===== src/hw/rtl/qrr_pkg.sv =====
package qrr_pkg;

    localparam int COEF_W = 16;
    localparam int D_W = 34;      // b*b - 4ac, signed
    localparam int SQ_W = 32;     // floor(sqrt(D * 2^30))
    localparam int RAD_W = 64;    // radicand D * 2^30
    localparam int N_W = 36;      // -b*2^15 +/- S, signed
    localparam int NUM_W = 37;    // 2|N| + |a|
    localparam int DEN_W = 18;    // 2|a|
    localparam int ROOT_W = 32;

    localparam int QUEUE_DEPTH_DEF = 4;

    localparam logic [1:0] ST_TWO_ROOTS = 2'd0;
    localparam logic [1:0] ST_NO_REAL = 2'd1;
    localparam logic [1:0] ST_A_ZERO = 2'd2;

    typedef struct packed {
        logic [1:0]               status;
        logic signed [D_W-1:0]    disc;
        logic signed [COEF_W-1:0] coef_a;
        logic signed [COEF_W-1:0] coef_b;
    } t_item;

endpackage


===== src/hw/rtl/qrr_front.sv =====
module qrr_front (
    input  logic                 i_clk,
    input  logic                 i_rst_n,
    input  logic                 i_valid,
    output logic                 o_ready,
    input  logic signed [15:0]   i_coef_a,
    input  logic signed [15:0]   i_coef_b,
    input  logic signed [15:0]   i_coef_c,
    input  logic                 i_full,
    output logic                 o_push,
    output qrr_pkg::t_item       o_item
);

    logic                r_valid;
    logic signed [31:0]  r_bb;
    logic signed [31:0]  r_ac;
    logic signed [15:0]  r_a;
    logic signed [15:0]  r_b;
    logic signed [qrr_pkg::D_W-1:0] w_disc;

    assign o_ready = !r_valid || !i_full;
    assign o_push = r_valid && !i_full;

    always_ff @(posedge i_clk) begin
        if (!i_rst_n) begin
            r_valid <= 1'b0;
        end else if (o_ready) begin
            r_valid <= i_valid;
        end
    end

    // products registered before the subtract
    always_ff @(posedge i_clk) begin
        if (o_ready) begin
            r_bb <= i_coef_b * i_coef_b;
            r_ac <= i_coef_a * i_coef_c;
            r_a <= i_coef_a;
            r_b <= i_coef_b;
        end
    end

    assign w_disc = qrr_pkg::D_W'(r_bb) - (qrr_pkg::D_W'(r_ac) <<< 2);

    always_comb begin
        o_item.disc = w_disc;
        o_item.coef_a = r_a;
        o_item.coef_b = r_b;
        if (r_a == 16'sd0) begin
            o_item.status = qrr_pkg::ST_A_ZERO;
        end else if (w_disc[qrr_pkg::D_W-1]) begin
            o_item.status = qrr_pkg::ST_NO_REAL;
        end else begin
            o_item.status = qrr_pkg::ST_TWO_ROOTS;
        end
    end

endmodule


===== config.mk =====
export PLATFORM = sky130hd
export DESIGN_NAME = qrr_front
export DESIGN_NICKNAME = d
export VERILOG_FILES = /design/src/hw/rtl/qrr_pkg.sv /design/src/hw/rtl/qrr_front.sv
export SDC_FILE = /design/constraint.sdc
export NUM_CORES = 1
export LEC_CHECK = 0
export BUFFER_PORTS_ARGS = -buffer_cell sky130_fd_sc_hd__buf_4
export CAP_MARGIN = 20
export CORE_MARGIN = 10
export CORE_UTILIZATION = 55
export CTS_BUF_LIST = sky130_fd_sc_hd__clkbuf_4
export CTS_CLUSTER_DIAMETER = 60
export CTS_CLUSTER_SIZE = 14
export DETAILED_ROUTE_END_ITERATION = 7
export GPL_TIMING_DRIVEN = 1
export MAX_ROUTING_LAYER = met4
export PLACE_DENSITY_LB_ADDON = 0.15
export REMOVE_ABC_BUFFERS = 1
export SLEW_MARGIN = 20
export SYNTH_ARGS = -nofsm -noshare
export SYNTH_HDL_FRONTEND = slang
export SYNTH_SLANG_ARGS = --single-unit

===== constraint.sdc =====
create_clock -name i_clk -period 8.55 [get_ports i_clk]
set_input_delay 0.855 -clock i_clk [delete_from_list [all_inputs] [get_ports i_clk]]
set_output_delay 0.855 -clock i_clk [all_outputs]
set_load 0.05 [all_outputs]

Word level (Yosys, flattened, before mapping) --
Cells that the tools add are included.
Storage, ports and cells: flip-flop bits (word level) 97, input bits 52
Cells by class: add/sub/neg operators 1, $mul 2, multiplexer cells 2, reductions and logical operators 5
Operator list (number):
- 16-bit by 16-bit multiplier with 32-bit output | 2
- 32-bit by 34-bit subtractor with 34-bit output | 1
- 16-bit zero test | 1
- 1-bit zero test | 2
- 2-bit 2-to-1 mux | 1
- 1-bit logical AND | 1
- 1-bit logical OR | 1
- 1-bit 2-to-1 mux | 1

Depth between registers and ports, before layout --
word-level depth 3, gate-level depth with buffers 26

Worst setup path after synthesis --
Ideal clock, no wire load.
path type input to register, start input port i_coef_b[12], end register r_bb[27], data pin, setup time 259 ps, arrival 6479 ps, required time 8291 ps, slack 1812 ps, cell stages on the path 23, buffers on the path 1, cells stage by stage clkbuf_1 > inv_1 > nor2_1 > ha_1 > xor2_1 > fa_1 > fa_1 > inv_1 > fa_1 > fa_1 > inv_1 > fa_1 > inv_1 > ha_1 > o21a_1 > nor2_1 > a21oi_1 > a21o_1 > a22o_4 > a2111oi_4 > o31ai_1 > a41o_1 > xor2_1
Between the ends: longest elaborated chain between the ends 1
Ends and longest elaborated chain:
- from (decl) | RTL line qrr_front.sv:7 | input logic signed [15:0] i_coef_b,
- 16-bit by 16-bit multiplier with 32-bit output | RTL line qrr_front.sv:35 | r_bb <= i_coef_b * i_coef_b;
- to (signal assigned) | RTL line qrr_front.sv:35
- to (decl) | RTL line qrr_front.sv:15 | logic signed [31:0] r_bb;
No other way between the ends. A chain may end at the register's enable or synchronous reset.

Final worst setup path --
start input port i_coef_b[15], end register r_bb[27], data pin
The elaborated chain is that of the path after synthesis.

==> results.cfg <==
[final_layout]
area_delta_synth_final_pct = 6.37
drive_gt1_share_pct = 6.65
final_nets = 3208
fillers = 3704

[min_path]
whs_endpoint = r_valid
hold_class = in -> reg
worst_hold_path.num_cells = 2
min-delay-start = i_rst_n

[worst_setup_path]
r2r_setup_slack_ns = 6.56
crit_path_end_kind = flop
crit_fanout = 19
r2r-start = r_valid
required_ns = 8.91
critical_path_arrival_ns = 6.98
rr_endpoint = r_a[12]
reg2reg_depth = 2
timing_worst_setup_path_type = in -> reg
start_kind = primary input

[route]
vias_per_cell = 5.33
drt_iter0_drc = 959
wl_per_cell_microns = 16.7
finalWirelength_microns = 50200
final_antenna_net_count = 0
drc_errors = 2
dr_total_vias = 16019
first_pass_iters = 8

[yosys]
synth-seq-area-share_pct = 12.3
synth_top_area_share_pct = 43.0
synth_top_area_cell = fa_1
synth.avg_cell_area_sq_um = 9.67
async_reset_ff_share_pct = 0
synth_top_cells_by_area = fa_1 43%, edfxtp_1 12%, ha_1 11%
synth_xor_area_share_pct = 3.79
synth_top_family_by_area = adder cells
ys.flop_type = edfxtp_1
synth_warnings = 0
yosysUniqueCellTypes = 68
synthAdderAreaFrac_pct = 53.7
synth_mux_area_share_pct = 0.0433
synth_edf_count = 94
synth_seq_cells = 95
synth-compound-area-share_pct = 7.04
synthSimpleGateAreaFrac_pct = 11.5
synthCells = 2393
syn_area_sq_um = 23100

[cts]
cts_hold_buf = 0
cts.clk_slew.worst_paths_ns = 0.20
ctsRootBufferMaster = clkbuf_4
clock-sinks = 95
clkLatencyLatePin_ns = 0.59
cts-resized-gates = 0
cts_buffers = 9
cts_max_level = 3
postCtsSetupRepairBufs = 0
cts_max_path_buffers = 2
tritoncts = built

[timing]
hold_viol = 0
fmax_ghz = 0.151
period_needed_ns = 6.62
setup_viol = 0
finalSetupTns_ns = 0
finClkSkew_ns = 0.0453
final_max_slew_viol_count = 0
rsz0062_at_grt = false
tightest_slew_ns = 0.975
relSlewSlack_pct = 35.0
finalCritPeriodShare_pct = 77.5

[floorplanning]
coreArea_sq_um = 41800
die_x_microns = 225
dieArea_sq_um = 50700
ios = 122
initial_utilization_pct = 55.4
num_rows = 75
fp.dieH_microns = 225

[global_route]
track_usage_pct = 21.7
grt_max_degree = 74
grt_overflow = 0
antenna_found_initial = 1
first_global_vias = 17460
grt_pass1_wl_microns = 85200

[outcome]
outcome = finished with violations
violations = design-rule violations

[flow_run]
max_cap_violations = 0

[placement]
hpwl_microns = 42200
portBuffers = 120
gp_congestion = 0.905
sequential cells by signal (all words and copies together), names as in the netlist:
register  count
r_a          16
r_ac         32
r_b          15
r_bb         31
r_valid       1
critical path, cell delays in order:
cell and delay [ns]:
buf_4 0.18, inv_1 0.43, nor2_1 0.17, xnor2_1 0.17
ha_1 0.28, inv_1 0.05, fa_1 0.50, fa_1 0.51
inv_1 0.05, fa_1 0.48, fa_1 0.49, inv_1 0.05
fa_1 0.47, inv_1 0.04, ha_1 0.32, a211oi_1 0.30
a21oi_1 0.14, a21o_1 0.22, a22o_4 0.28, a2111oi_4 0.45
o31ai_1 0.13, a41o_1 0.26, xor2_1 0.14
through the flow:
step	hold WS [ns]	utilization, %	cell area (sq um)	instances	setup WS (ns)
final	0.452	58.9	24600	3006	1.93
after global routing	0.455	58.9	24600	3006	1.66
after CTS	0.394	58.9	24600	3005	1.99
after detailed placement	0.558	58.6	24500	2989	1.33
after global placement	0.547	58.6	24500	2989	1.40
after floorplan	0.487	-	22900	2329	2.01
cells in the mapped netlist, drive strengths merged (17+ instances only):
cell and n:
edfxtp 94, nand2 217, ha 198, o21ai 47
fa 497, xnor2 73, and2 163, inv 650
a21oi 66, clkbuf 59, nor2 90, a211oi 18
a21o 32, xor2 27, o21a 17
layout by cell type (no fill, tap or decap), types with 11 or more instances in the layout:
cell,netlist,routed
inv_1,650,650
a21o_1,29,29
ha_1,198,198
xnor2_1,73,73
nor2_1,90,90
nand2_1,217,216
a211oi_1,16,16
fa_1,497,497
xor2_1,27,27
nand2b_1,11,11
o21ai_0,41,41
a21oi_1,64,64
o21a_1,17,17
nand3_1,12,12
and2_1,163,163
buf_4,3,121
edfxtp_1,94,94
final cells by class:
class                      instances  area, sq um  share of cell area, %
antenna                            1         2.50                 0.0102
clock buffer                       9         67.6                  0.275
clock inverter                     7         65.1                  0.264
inverter                         650         2440                   9.92
multi-input combinational       1584        17600                   71.5
sequential                        95         2840                   11.6
tap                              539          674                   2.74
timing repair buffer             121          908                   3.69
metal layers:
layer	GRT usage, %	vias to the layer above	part of all wire [%]
li1	-	7349	-
met1	27.8	8252	42
met2	36.7	369	51
met3	2.63	49	5.0
met4	4.65	0	1.6
met5	-	-	0
logic make-up (layout without fill, tap and decap cells):
logic type | count (synthesis) | in the layout
buffers and inverters | 714 | 787
AO/OA/AOI/OAI | 238 | 238
AND/OR/NAND/NOR | 549 | 549
XOR/XNOR | 100 | 100
adder cells (fa/ha/maj) | 695 | 695
other | 1 | 2
multiplexers | 1 | 1
flip-flops | 95 | 95
how the worst max path moves through the flow:
stage	startpoint	to	slack, ns
2_1_floorplan	i_coef_b[15]	r_bb[27]	2.01
3_3_place_gp	i_coef_b[15]	r_bb[27]	1.40
3_5_place_dp	i_coef_b[15]	r_bb[27]	1.33
4_1_cts	i_coef_b[15]	r_bb[27]	1.99
5_1_grt	i_coef_b[15]	r_bb[31]	1.66
6_report	i_coef_b[15]	r_bb[27]	1.93
Power is not shown: default switching activity piles up to over one toggle a cycle in this logic, so the estimate is an artifact.
