==> src/hw/rtl/qrr_pkg.sv <==
package qrr_pkg;

    localparam int COEF_W = 16;
    localparam int D_W = 34;      // b*b - 4ac, signed
    localparam int SQ_W = 32;     // floor(sqrt(D * 2^30))
    localparam int RAD_W = 64;    // radicand D * 2^30
    localparam int N_W = 36;      // -b*2^15 +/- S, signed
    localparam int NUM_W = 37;    // 2|N| + |a|
    localparam int DEN_W = 18;    // 2|a|
    localparam int ROOT_W = 32;

    localparam int QUEUE_DEPTH_DEF = 4;

    localparam logic [1:0] ST_TWO_ROOTS = 2'd0;
    localparam logic [1:0] ST_NO_REAL = 2'd1;
    localparam logic [1:0] ST_A_ZERO = 2'd2;

    typedef struct packed {
        logic [1:0]               status;
        logic signed [D_W-1:0]    disc;
        logic signed [COEF_W-1:0] coef_a;
        logic signed [COEF_W-1:0] coef_b;
    } t_item;

endpackage

==> src/hw/rtl/qrr_queue.sv <==
module qrr_queue #(
    parameter int DEPTH = qrr_pkg::QUEUE_DEPTH_DEF
) (
    input  logic            i_clk,
    input  logic            i_rst_n,
    input  logic            i_push,
    input  qrr_pkg::t_item  i_item,
    output logic            o_full,
    input  logic            i_pop,
    output logic            o_empty,
    output qrr_pkg::t_item  o_item
);

    localparam int PTR_W = $clog2(DEPTH);

    qrr_pkg::t_item   r_mem [DEPTH];
    logic [PTR_W:0]   r_wr_ptr;
    logic [PTR_W:0]   r_rd_ptr;

    assign o_empty = (r_wr_ptr == r_rd_ptr);
    assign o_full = (r_wr_ptr[PTR_W] != r_rd_ptr[PTR_W])
                 && (r_wr_ptr[PTR_W-1:0] == r_rd_ptr[PTR_W-1:0]);
    assign o_item = r_mem[r_rd_ptr[PTR_W-1:0]];

    always_ff @(posedge i_clk) begin
        if (!i_rst_n) begin
            r_wr_ptr <= '0;
            r_rd_ptr <= '0;
        end else begin
            if (i_push) begin
                r_wr_ptr <= r_wr_ptr + 1'b1;
            end
            if (i_pop) begin
                r_rd_ptr <= r_rd_ptr + 1'b1;
            end
        end
    end

    always_ff @(posedge i_clk) begin
        if (i_push) begin
            r_mem[r_wr_ptr[PTR_W-1:0]] <= i_item;
        end
    end

endmodule

==> config.mk <==
export PLATFORM = sky130hd
export DESIGN_NAME = qrr_queue
export DESIGN_NICKNAME = d
export VERILOG_FILES = /design/src/hw/rtl/qrr_pkg.sv /design/src/hw/rtl/qrr_queue.sv
export SDC_FILE = /design/constraint.sdc
export NUM_CORES = 1
export LEC_CHECK = 0
export BUFFER_PORTS_ARGS = -buffer_cell sky130_fd_sc_hd__buf_2
export CAP_MARGIN = 20
export CORE_MARGIN = 2
export CORE_UTILIZATION = 30
export CTS_CLUSTER_SIZE = 25
export DETAILED_ROUTE_END_ITERATION = 7
export SETUP_SLACK_MARGIN = 0.05
export SLEW_MARGIN = 25
export SYNTH_ARGS = -nofsm -noshare
export SYNTH_HDL_FRONTEND = slang
export SYNTH_SLANG_ARGS = --single-unit
export TNS_END_PERCENT = 10
==> constraint.sdc <==
create_clock -name i_clk -period 4.1 [get_ports i_clk]
set_input_delay 0.205 -clock i_clk [delete_from_list [all_inputs] [get_ports i_clk]]
set_output_delay 0.205 -clock i_clk [all_outputs]
set_load 0.1 [all_outputs]
Yosys cells after proc, flatten, opt, wreduce, memory -nomap -nowiden
Memory sizes are Yosys's and may differ from the RTL's. A register that Yosys moved wholly into a read port is not among the register bits.
Cells that the tools add are included.

cells by class
  eq/ne operators = 3
  reductions and logical operators = 1
  mux-type cells = 4
  add/sub/neg operators = 2

operators with widths
  kind                                         number
  adder 3 x 1 -> 3 bit, second input constant  2
  two-way mux 2 bit                            2
  equality test 3 bit                          1
  equality test 2 bit                          1
  two-way mux 1 bit                            2
  logical AND 1 bit                            1
  inequality test 1 bit                        1

storage, ports and cells
  memories = 1
  input port bits = 72
  register bits after elaboration = 6
  bits in writable memories = 272

memory list
  memory  depth  bits a word  read ports  clocked after Yosys merged registers in  write ports  line             source
  r_mem   4      68           1           1                                        1            qrr_queue.sv:16  qrr_pkg::t_item r_mem [DEPTH];

Longest topological paths before layout
Gate-level depths: netlist of the first run.

  word-level depth = 3
  mapped depth = 4
  depth with buffers taken out = 4

Worst setup path after synthesis of the first run
OpenSTA, ideal clock, no wires.

  path type = flip-flop to output port
  start = register r_wr_ptr[0]
  end = output port o_empty
  slack = 1.167 ns
  arrival = 2.728 ns
  path buffers = 0
  cell stages (with the launch flop) = 3
  cells stage by stage = dfxtp_1 -> xor2_1 -> nor3b_1

between the ends
  longest elaborated chain between the ends = 1

ends and longest elaborated chain
  what                    line             source
  from (decl)             qrr_queue.sv:17  logic [PTR_W:0] r_wr_ptr;
  from (signal assigned)  qrr_queue.sv:31  r_wr_ptr <= r_wr_ptr + 1'b1;
  equality test 3 bit     qrr_queue.sv:20  assign o_empty = (r_wr_ptr == r_rd_ptr);
  to (decl)               qrr_queue.sv:10  output logic o_empty,

No other way between the ends.

==> flow_summary.yaml, run 1 <==
power:
  power_frac_comb: 0.182
  ir_worst_vdd_mv: 0.420
  power_density_mw_per_mm2: 564
  power.switching_w: 0.00213
  p_leak_nw: 4.47
  intPower_w: 0.00536
  switching_share: 0.284
  clkPwrFrac: 0.371
  pwr-share-seq: 0.446
grt:
  grt_max_degree: 69
  grt_pass1_wl_um: 30100
  grt_pass1_vias: 5441
  grt_overflow_total: 0
  grt_usage: 0.109
  antenna_found_initial: 0
route:
  drt_iter0_markers: 230
  vias: 4870
  routedWlPerCell_um: 18.0
  postRouteAntennaNets: 0
  drc: 0
  wl_um: 19800
  avgViaCountPerCell: 4.44
  drt_first_pass_iters: 4
finish:
  drive_gt1_frac: 0.409
  diodes: 0
  fin_nets: 706
  layout_commonest_cell: "edfxtp_1"
  syn2layout_area_growth_pct: 29.6
  layout_common_cells: "edfxtp_1 (272), buf_2 (141), dlygate4sd3_1 (71), mux4_2 (68), clkbuf_16 (29)"
logic_synthesis:
  syn_avg_cell_area_um2: 25.8
  synth_top_area_frac: 0.798
  synth-main-ff-cell: "edfxtp_1"
  yosys-top-cells-area: "edfxtp_1 (80%), mux4_2 (15%), dfxtp_1 (1.6%), ha_1 (0.61%), buf_12 (0.59%)"
  async_flop_share: 0
  synth_edf_count: 272
  yosys_register_bits: 280
  synthDistinctLibCells: 20
  ys_seq_area_frac: 0.813
  netlist_area_mm2: 0.0102
  yosys_warnings: 0
  synthCells: 397
  syn-num-nets: 474
  synth_top_area_cell: "edfxtp_1"
clock_tree:
  post_cts_resized: 0
  cts_tree: "built"
  cts.htree.levels: 1
  clockBufferDepth: 3
  root_buffer: "clkbuf_16"
  clk_pin_slew_ns: 0.06
  cts_setup_buffers: 0
  clk_latency_ns: 0.53
  numCtsBuffers: 29
  cts.sinks: 280
floorplan:
  die_w_um: 189
  chipHeight_um: 189
  ios: 142
  row_count: 67
  start_util: 0.305
  core-area_mm2: 0.0335
  dieArea_mm2: 0.0356
critical_path:
  slowest_stage: "dfxtp_4"
  worstPathRequired_ns: 3.89
  slowest_delay_ns: 0.84
  cp-end-kind: "primary output"
  crit_family: "flip-flops"
  crit_chain: "buf_12, mux4_2, buf_2"
  cp_num_buf_inv: 2
  path_max_fanout: 35
  cp.arrival_ns: 2.66
  crit_type: "register to primary output"
  ff2ff_setup_slack_ns: 2.24
  critPathLaunchType: "register"
timing:
  min_period_ns: 2.87
  rsz0062_at_grt: "no"
  setup_slack_ns: 1.23
  drv_slew: 0
  setup_viol: 0
  worst_slew_pin_slew_ns: 0.764
  finalHoldViolCount: 0
  max_freq_mhz: 348
  post-route-period-util: 0.700
  skew_ns: 0.0149
  relSlewSlack: 0.491
  setup_tns_ns: 0
placed_design:
  gp_congestion: 0.678
  post-place-ws_ns: 1.70
  hpwl_um: 11400
  numPortBuffers: 141
status:
  status: "finished, final reports clean"
flow_run:
  cap_violations: 0
min_path:
  hold_class: "input pin to register"
[synth_stat cells (3+ instances only)]
master,n
edfxtp_1,272
mux4_2,68
dfxtp_1,8
clkbuf_1,5
ha_1,5
nor2_1,5
and2_1,4
buf_2,4
buf_4,4
buf_12,3
inv_1,3
xnor2_1,3
[power groups by stage]
| stage | Combinational [W] | Clock (W) | Sequential [W] |
|---|---|---|---|
| 5_1_grt | 0.00142 | 0.00296 | 0.00336 |
| 6_report | 0.00137 | 0.00278 | 0.00334 |
| 3_5_place_dp | 0.00131 | 0 | 0.00343 |
| 3_3_place_gp | 0.00128 | 0 | 0.00342 |
| 4_1_cts | 0.00136 | 0.00286 | 0.00337 |
| 2_1_floorplan | 0.00112 | 0 | 0.00337 |
[per-layer routing]
| layer | global-route usage | wire (um) | up-vias |
|---|---|---|---|
| met1 | 0.137 | 8390 | 2546 |
| met5 | 0 | 0 | - |
| met4 | 0.0282 | 480 | 0 |
| met2 | 0.190 | 9840 | 129 |
| li1 | - | - | 2162 |
| met3 | 0.0248 | 1050 | 33 |
[path summary, 6_finish.rpt]
path,to,from,cells after the start
setup / recovery,o_item[3],register,3
hold / removal,r_mem[0][36]$_DFFE_PP_,i_item[36],2
setup reg to reg,r_mem[3][29]$_DFFE_PP_,r_wr_ptr[0]$_SDFFE_PN0P_,3
hold reg to reg,register,r_rd_ptr[1]$_SDFFE_PN0P_,2
[logic make-up after synthesis]
logic type                 count (synthesis)  synth area share
and+or+nand+nor                           13           0.00696
AOI/OAI and AO/OA                          4           0.00293
xor gates and xnor gates                   5           0.00428
buffers and inverters                     20            0.0148
DFF                                      280             0.813
muxes                                     70             0.152
adders and majority gates                  5           0.00611
[registers in the layout, summed over array words and instances (netlist names), named ones only]
name      cells
r_rd_ptr      3
r_wr_ptr      3
r_mem       272
[cell type report]
type / count / area (um2)
clock buffer: 41 / 821
clock inverter: 11 / 209
fill: 3025 / 20300
inverter: 3 / 11.3
multi-input combinational: 97 / 1770
sequential: 280 / 8340
tap: 448 / 561
timing repair buffer: 218 / 1570
[metrics by stage]
| step | hold WS (ns) | utilization | instance area (um2) | std cells | power [W] |
|---|---|---|---|---|---|
| after floorplan | 0.304 | - | 10200 | 397 | 0.00449 |
| after global placement | 0.413 | 0.340 | 11400 | 970 | 0.00470 |
| after detailed placement | 0.421 | 0.343 | 11500 | 974 | 0.00473 |
| after CTS | 0.383 | 0.395 | 13200 | 1097 | 0.00759 |
| after global routing | 0.408 | 0.396 | 13300 | 1098 | 0.00774 |
| final | 0.419 | 0.396 | 13300 | 1098 | 0.00749 |
[timing repair]
item,in CTS,in global routing
setup endpoints to repair,0,0
hold endpoints to repair,278,0
hold buffers,71,0
Power figures use the tool's default switching activity.
==> run 2: changes to the inputs <==
--- a/config.mk
+++ b/config.mk
@@ -5,6 +5,7 @@
 export SDC_FILE = /design/constraint.sdc
 export NUM_CORES = 1
 export LEC_CHECK = 0
+export ABC_AREA = 1
 export BUFFER_PORTS_ARGS = -buffer_cell sky130_fd_sc_hd__buf_2
 export CAP_MARGIN = 20
 export CORE_MARGIN = 2
==> constraint.sdc (replaced) <==
create_clock -name i_clk -period 2.5 [get_ports i_clk]
set_input_delay 0.125 -clock i_clk [delete_from_list [all_inputs] [get_ports i_clk]]
set_output_delay 0.125 -clock i_clk [all_outputs]
set_load 0.1 [all_outputs]
==> run 2 against run 1 <==
  * Final cell count rose by 46%
  * Critical path depth rose by 3
  * Critical path type unchanged
  * First-iteration DRC count rose by 49%
  * Global-route usage rose by 1.1 points
  * Combinational power rose by 92%
  * Critical endpoint is now o_item[38]
  * Non-clock buffer count rose by 20
  * Synthesized cell count rose by 110%
==> flow_summary.yaml, run 2 <==
status:
  status: "finished, final reports clean"
timing:
  rsz0062_at_grt: "no"
  setup_viol: 0
  setup_slack_ns: 0.209
  post-route-period-util: 0.917
  relSlewSlack: 0.606
  worst_slew_pin_slew_ns: 0.590
  max_freq_mhz: 436
  skew_ns: 0.0184
  finalHoldViolCount: 0
  hold_ws_ns: 0.314
  drv_slew: 0
  setup_tns_ns: 0
  min_period_ns: 2.29
clock_tree:
  cts.htree.levels: 1
  clockBufferDepth: 3
  numCtsBuffers: 30
  clk_pin_slew_ns: 0.06
  cts_tree: "built"
  clk_latency_ns: 0.56
  root_buffer: "clkbuf_16"
  cts.sinks: 280
logic_synthesis:
  synth_top_area_frac: 0.713
  ys_seq_area_frac: 0.727
  yosys_warnings: 0
  async_flop_share: 0
  yosys_register_bits: 280
  synthMuxAreaShare: 0
  synth-main-ff-cell: "edfxtp_1"
  synthCells: 848
  synth.most_common_cell: "edfxtp_1"
  synthAdderAreaFrac: 0.00546
  synth_xor_area_frac: 0.00153
  yosys-top-cells-area: "edfxtp_1 (71%), nand2_1 (7.1%), o211ai_2 (6.4%), o211ai_1 (5.0%), inv_1 (4.8%)"
  synth_top_area_cell: "edfxtp_1"
  synthDistinctLibCells: 17
  synthTopCellsByCount: "edfxtp_1 (272), nand2_1 (217), inv_1 (146), o211ai_1 (77), o211ai_2 (59)"
  synth-compound-area-share: 0.118
  syn_avg_cell_area_um2: 13.5
  synth_top_family_by_area: "compound AO/OA/AOI/OAI gates"
  synth_edf_count: 272
  netlist_area_mm2: 0.0115
  syn-num-nets: 925
  yosys.area_share.simple: 0.0742
route:
  avgViaCountPerCell: 4.25
  drc: 0
  drt_iter0_markers: 343
  wl_um: 23700
  postRouteAntennaNets: 0
  vias: 6841
  routedWlPerCell_um: 14.7
  drt_first_pass_iters: 4
power:
  clkPwrFrac: 0.353
  total_power_w: 0.0125
  pwr-share-seq: 0.436
  intPower_w: 0.00877
  power_density_mw_per_mm2: 828
  power.switching_w: 0.00370
  p_leak_nw: 5.92
  power_frac_comb: 0.211
  ir_worst_vdd_mv: 0.566
  switching_share: 0.297
finish:
  syn2layout_area_growth_pct: 31.5
  layout_commonest_cell: "edfxtp_1"
  drive_gt1_frac: 0.248
  diodes: 0
  largest_reg_flops: 272
  layout_common_cells: "edfxtp_1 (272), nand2_1 (217), inv_1 (142), buf_2 (104), o211ai_1 (77)"
  fin_nets: 1150
  fin_area_mm2: 0.0151
grt:
  antenna_found_initial: 0
  grt_usage: 0.120
  grt_overflow_total: 0
  grt_max_degree: 79
  grt_pass1_wl_um: 37200
  grt_pass1_vias: 6982
critical_path:
  r2r-start: "r_wr_ptr[1]$_SDFFE_PN0P_"
  reg2reg_to: "r_mem[3][34]$_DFFE_PP_"
  ff2ff_setup_slack_ns: 0.83
  cp-end-kind: "primary output"
  cp.arrival_ns: 2.17
  path_max_fanout: 46
  worstPathRequired_ns: 2.38
  reg2reg_depth: 4
  crit_type: "register to primary output"
  critPathLaunchType: "register"
min_path:
  holdPathStages: 2
  hold_class: "input pin to register"
  hold_end: "r_mem[0][7]$_DFFE_PP_"
  min-delay-start: "i_item[7]"
placed_design:
  hpwl_um: 14000
  placed_cell_area_mm2: 0.0134
  gp_congestion: 0.691
  post-place-ws_ns: 0.722
  numPortBuffers: 141
floorplan:
  dieArea_mm2: 0.0398
  core-area_mm2: 0.0377
  row_count: 71
  ios: 142
  die_w_um: 199
  start_util: 0.304
  chipHeight_um: 199
flow_run:
  cap_violations: 0
-- run 2: worst max-delay path by stage --
stage          slack [ns]                startpoint                    end
5_1_grt              0.06                  register             o_item[17]
2_1_floorplan        0.14  r_wr_ptr[0]$_SDFFE_PN0P_  r_mem[2][0]$_DFFE_PP_
4_1_cts              0.07                  register             o_item[15]
6_report             0.21                  register             o_item[38]
3_3_place_gp         0.72                  register             o_item[20]
3_5_place_dp         0.72                  register             o_item[15]
-- run 2: repair_timing --
item,in CTS,in global routing
endpoints found under the hold margin,280,0
setup buffers,0,0
gates resized for setup,0,1
setup endpoints to repair,0,6
hold buffers,72,0
-- run 2: per-layer routing --
metal	up-vias	global-route usage	share of wire
met5	-	0	0
met4	0	0.0368	0.021
met3	36	0.0243	0.052
met2	136	0.200	0.47
met1	3270	0.158	0.46
li1	3399	-	-
-- run 2: cell type report --
| class | instances | area [um2] |
|---|---|---|
| Tap cell | 511 | 639 |
| Inverter | 147 | 559 |
| Clock inverter | 17 | 179 |
| Clock buffer | 39 | 806 |
| Fill cell | 3552 | 22600 |
| Multi-Input combinational cell | 376 | 2280 |
| Timing Repair Buffer | 238 | 2260 |
| Sequential cell | 280 | 8340 |
-- run 2: stage by stage --
stage | util | std cells
floorplan | - | 848
global placement | 0.354 | 1480
detailed placement | 0.354 | 1480
CTS | 0.400 | 1608
global route | 0.400 | 1608
finish | 0.400 | 1608
-- run 2: worst max-delay path, stage by stage, from the launching register on --
cell      delay (ns)
dfxtp_4         0.53
buf_12          0.28
buf_4           0.25
nand2_1         0.09
o211ai_1        0.09
nand2_1         0.14
buf_12          0.19
-- run 2: power groups by stage --
| stage | Clock [W] | Combinational [W] | Sequential (W) |
|---|---|---|---|
| floorplan | 0 | 0.00180 | 0.00551 |
| global placement | 0 | 0.00255 | 0.00553 |
| detailed placement | 0 | 0.00256 | 0.00554 |
| CTS | 0.00456 | 0.00266 | 0.00544 |
| global route | 0.00472 | 0.00277 | 0.00546 |
| finish | 0.00441 | 0.00263 | 0.00544 |
-- run 2: logic make-up after synthesis --
kind of cell	Yosys count
DFF	280
and+or+nand+nor	226
buffers and inverters	192
AOI/OAI and AO/OA	143
adders and majority gates	5
xor gates and xnor gates	2
